`src/rtl/mam_pkg.sv`:
```
package mam_pkg;

   localparam int SAMPLE_W     = 9;
   localparam int AVG_W        = 9;
   localparam int QUO_W        = AVG_W - 1;
   localparam int WLEN_W       = 11;
   localparam int CSR_ADDR_W   = 3;
   localparam int CSR_DATA_W   = 32;
   localparam int SAMPLE_LIMIT = 200;

   localparam logic signed [SAMPLE_W-1:0] SAMPLE_HI = 9'sd200;
   localparam logic signed [SAMPLE_W-1:0] SAMPLE_LO = -9'sd200;

   // register index, taken from the word-address bit of paddr
   localparam logic CSR_IDX_WINDOW_LEN = 1'b0;

endpackage

```
`src/rtl/mam_div.sv`:
```
module mam_div #(
   parameter int SUM_W = 19,
   parameter int LEN_W = 11
) (
   input  logic                             clock,
   input  logic                             reset,
   input  logic                             start,
   input  logic signed [SUM_W-1:0]          dividend,
   input  logic        [LEN_W-1:0]          divisor,
   output logic                             done,
   output logic signed [mam_pkg::AVG_W-1:0] quotient
);
   import mam_pkg::*;

   localparam int MAG_W = SUM_W - 1;
   localparam int CNT_W = $clog2(MAG_W + 1);

   logic             busy_ff, busy_in;
   logic             done_ff, done_in;
   logic             neg_ff, neg_in;
   logic [MAG_W-1:0] mag_ff, mag_in;
   logic [LEN_W-1:0] rem_ff, rem_in;
   logic [QUO_W-1:0] quo_ff, quo_in;
   logic [CNT_W-1:0] cnt_ff, cnt_in;

   logic [LEN_W:0]   trial;
   logic [LEN_W:0]   diff;
   logic             fits;

   // restoring division on the magnitude, one quotient bit per cycle
   assign trial = {rem_ff, mag_ff[MAG_W-1]};
   assign diff  = trial - {1'b0, divisor};
   assign fits  = trial >= {1'b0, divisor};

   always_comb begin
      busy_in = busy_ff;
      done_in = 1'b0;
      neg_in  = neg_ff;
      mag_in  = mag_ff;
      rem_in  = rem_ff;
      quo_in  = quo_ff;
      cnt_in  = cnt_ff;
      if (start) begin
         busy_in = 1'b1;
         neg_in  = dividend[SUM_W-1];
         mag_in  = dividend[SUM_W-1] ? MAG_W'(-dividend) : dividend[MAG_W-1:0];
         rem_in  = '0;
         quo_in  = '0;
         cnt_in  = CNT_W'(MAG_W);
      end else if (busy_ff) begin
         mag_in = mag_ff << 1;
         rem_in = fits ? diff[LEN_W-1:0] : trial[LEN_W-1:0];
         quo_in = {quo_ff[QUO_W-2:0], fits};
         cnt_in = cnt_ff - CNT_W'(1);
         if (cnt_ff == CNT_W'(1)) begin
            busy_in = 1'b0;
            done_in = 1'b1;
         end
      end
   end

   always_ff @(posedge clock) begin
      if (reset) begin
         busy_ff <= 1'b0;
         done_ff <= 1'b0;
      end else begin
         busy_ff <= busy_in;
         done_ff <= done_in;
      end
      neg_ff <= neg_in;
      mag_ff <= mag_in;
      rem_ff <= rem_in;
      quo_ff <= quo_in;
      cnt_ff <= cnt_in;
   end

   // truncation toward zero: negate the magnitude quotient
   assign done     = done_ff;
   assign quotient = neg_ff ? -$signed({1'b0, quo_ff}) : $signed({1'b0, quo_ff});

endmodule
```
`config.mk`:
```
export PLATFORM = sky130hd
export DESIGN_NAME = mam_div
export DESIGN_NICKNAME = d
export VERILOG_FILES = /design/src/rtl/mam_pkg.sv /design/src/rtl/mam_div.sv
export SDC_FILE = /design/constraint.sdc
export NUM_CORES = 1
export LEC_CHECK = 0
export BUFFER_PORTS_ARGS = -buffer_cell sky130_fd_sc_hd__clkbuf_2
export CAP_MARGIN = 30
export CORE_MARGIN = 2
export CORE_UTILIZATION = 51
export DETAILED_ROUTE_END_ITERATION = 8
export PLACE_DENSITY = 0.79
export SYNTH_ARGS = -nofsm -noshare
export SYNTH_HDL_FRONTEND = slang
export SYNTH_SLANG_ARGS = --single-unit
```
`constraint.sdc`:
```
create_clock -name clock -period 3 [get_ports clock]
set_input_delay 0.6 -clock clock [delete_from_list [all_inputs] [get_ports clock]]
set_output_delay 0.6 -clock clock [all_outputs]
set_load 0.02 [all_outputs]
```
==> impl_metrics.csv <==
group,metric,value,unit
run_status,run_status,"complete, no violations",
route,antenna_left,0,
cts,cts-buffers-inserted,5,
worst_setup_path,rrSetupSlack,0.44,ns
cts,cts-root-buf,"clkbuf_8",
synthesis,post-synth-top-count-cell,"nor2_1",
die,start_util,52.4,%
worst_setup_path,path_class,"in -> reg",
synthesis,async_reset_ff_share,0,%
finish,num-fill-cells,505,
finish,multiInputGateArea,1610,um^2
worst_setup_path,crit_family,"compound AO/OA/AOI/OAI gates",
sta,drv_slew,0,
worst_setup_path,path_buf_inv,1,
worst_setup_path,ff2ff_path_depth,9,
worst_setup_path,startpoint_type,"input port",
flow_run,drv_cap,0,
finish,stdcell_area,3200,um^2
synthesis,synth-xor-area-share,10.1,%
sta,fmax,388,MHz
grt,antenna_found_initial,0,
synthesis,syn_avg_cell_area,9.04,um^2
grt,grt_overflow,0,
synthesis,yosys.area.top_type,"edfxtp_1",
finish,drive_above_1_share,18.8,%
worst_setup_path,critPathMaxStageDelay,0.40,ns
cts,clk_pin_slew_worst_paths,0.08,ns
power,p_total,1.38,mW
worst_setup_path,worstPathCellList,"clkbuf_2 -> ha_1 -> fa_1 -> nand2b_1 -> a21oi_1 -> o21ai_0 -> a22o_2 -> a31o_2 -> a311oi_1",
finish,area_growth,12.3,%
route,route.detailed.wl_per_inst,12.4,um
cts,hold_buffers,0,
power,p_leak,1.39,nW
grt,grt_use_total,18.2,%
die,rows,27,
synthesis,yosysUniqueCellTypes,49,
finish,fin_cells,428,
synthesis,synthesis.area,2850,um^2
synthesis,ys_top_cells_by_count,"nor2_1 (39), nand2_1 (28), dfxtp_1 (26)",
place,placed_area,3120,um^2
sta,tns,0,ns
synthesis,synth_seq_cells,45,
route,wl,5290,um
place,dp.cells,420,
grt,first_global_vias,2126,
synthesis,synthAdderAreaFrac,7.29,%
sta,relSlewSlack,51.5,%
sta,clock-skew-final,0.00574,ns
synthesis,ys_top_cells_by_area,"edfxtp_1 (20%), dfxtp_1 (18%), ha_1 (6.6%), xnor2_1 (5.5%), nor2_1 (5.1%)",
synthesis,synth_warnings,0,
place,place_ws,0.155,ns
synthesis,synth_top_family_by_area,"simple AND/OR/NAND/NOR gates",
sta,post-route-period-util,85.8,%
sta,rsz0062_at_grt,"no",
place,place_congestion,0.843,
synthesis,synth_compound_area_share,15.2,%
finish,regArea,1090,um^2
route,drt_pass1_iterations,4,
cts,htreeDepth,2,
grt,grt_pass1_wl,9180,um
sta,setup_viol,0,
cts,cts_buffer_depth,2,
synthesis,syn_inst,315,
die,die_width,78.7,um
route,drc,0,
route,drt-vias-per-instance,5.39,
sta,worstMarginPinSlew,0.727,ns
place,hpwl,4100,um
min_path,hold_depth,2,
route,drt_iter0_markers,71,
worst_setup_path,crit_slowest_cell,"fa_1",
worst_setup_path,worstPathMaxFanout,15,
grt,grt_start_max_net_pins,28,
cts,cts_setup_buffers,0,
worst_setup_path,arrival,2.78,ns
place,port_buffers,42,
sta,min_period,2.57,ns
route,dr_total_vias,2305,
synthesis,synthDominantCellAreaShare,20.0,%
synthesis,synth_seq_area_share,38.3,%
cts,clock_sink_count,45,
worst_setup_path,end_kind,"register",
worst_setup_path,path_depth,9,
die,ios,43,
cts,cts_resized,0,
finish,fin_nets,404,
die,die_area,6200,um^2
worst_setup_path,cp_data_required_time,3.20,ns
synthesis,synth_edf_count,19,
power,power_density,431,nW/um^2
synthesis,ys.flop_type,"dfxtp_1",
power,irDropWorstVdd,0.312,mV
cts,cts_tree,"yes",
synthesis,synthSimpleGateAreaFrac,16.4,%
finish,n_antenna_cell,0,
synthesis,synth_nets,364,
synthesis,synthMuxAreaShare,7.69,%
sta,layout_setup_ws,0.425,ns
sta,hold_viol_final,0,
min_path,min_path_type,"in -> reg",
cts,clock_latency,0.29,ns
die,dieHeight,78.7,um
die,core-area,5440,um^2
[sequential cells by signal, indices dropped and copies added (netlist names)]
name and cells:
mag_ff 18, quo_ff 8, neg_ff 1, rem_ff 11, busy_ff 1, done 1
cnt_ff 5
[cells by family after synthesis]
group | count (synthesis)
compound gates | 65
xor+xnor | 33
fa+ha+maj | 16
buf+inv | 36
flops | 45
mux | 21
simple gates | 99
[layout by cell type, fill, tap and decap left out, types with 2 or more instances in the layout]
cell type	n
or3_1	3
o22ai_1	2
nor2b_1	4
nand3_1	4
edfxtp_1	19
inv_1	24
a311oi_1	2
or4_4	2
xnor2_1	18
a21oi_1	18
nand3b_1	2
o31ai_1	7
nand2b_1	3
a21o_1	2
xor2_1	15
ha_1	15
o21a_1	2
clkbuf_2	42
buf_4	3
a31oi_1	2
mux2i_1	14
clkbuf_1	3
o31a_1	2
mux2_2	7
o21ai_0	14
dfxtp_1	26
nor3_1	7
nor2_1	39
clkbuf_8	5
nand2_1	28
a211oi_1	3
[per-stage QoR]
step	hold WS [ns]	utilization [%]
final	0.485	58.8
after global routing	0.482	58.8
after CTS	0.473	58.8
after detailed placement	0.484	57.3
after global placement	0.476	57.3
after floorplan	0.451	-
[final timing paths]
check / from / endpoint
hold reg to reg: rem_ff[8] / rem_ff[8]
hold / removal: reset / busy_ff
setup reg to reg: mag_ff[17] / rem_ff[10]
setup / recovery: divisor[0] / rem_ff[10]
[layer usage]
| layer | up-vias | routed length, um | GRT usage, % | share of wire (%) |
|---|---|---|---|---|
| met5 | - | 0 | 0 | 0 |
| met4 | 0 | 45 | 4.39 | 0.85 |
| met3 | 6 | 227 | 3.75 | 4.3 |
| met2 | 57 | 2570 | 31.8 | 49 |
| met1 | 1063 | 2450 | 23.2 | 46 |
| li1 | 1179 | - | - | - |
[worst reg2reg max path, stage by stage, from the launching register on]
cell      delay [ns]
edfxtp_1        0.32
inv_1           0.06
ha_1            0.21
fa_1            0.40
nand2b_1        0.18
a21oi_1         0.19
o21ai_0         0.22
a22o_2          0.39
a31o_2          0.26
a311oi_1        0.24
[final cells by class]
type / instances / area share, %
clock buffers: 8 / 2.50
inverters: 24 / 2.82
flip-flops and latches: 45 / 34.1
multi-input cells: 234 / 50.5
repair buffers: 45 / 7.28
well taps: 72 / 2.82
[where the power goes]
| group | leakage [nW] | internal, mW | switching [mW] |
|---|---|---|---|
| combinational | 0.950 | 0.141 | 0.172 |
| clock | 0.0395 | 0.165 | 0.183 |
| sequential | 0.400 | 0.692 | 0.0240 |
Note: power is estimated with default switching activity, not from simulation.
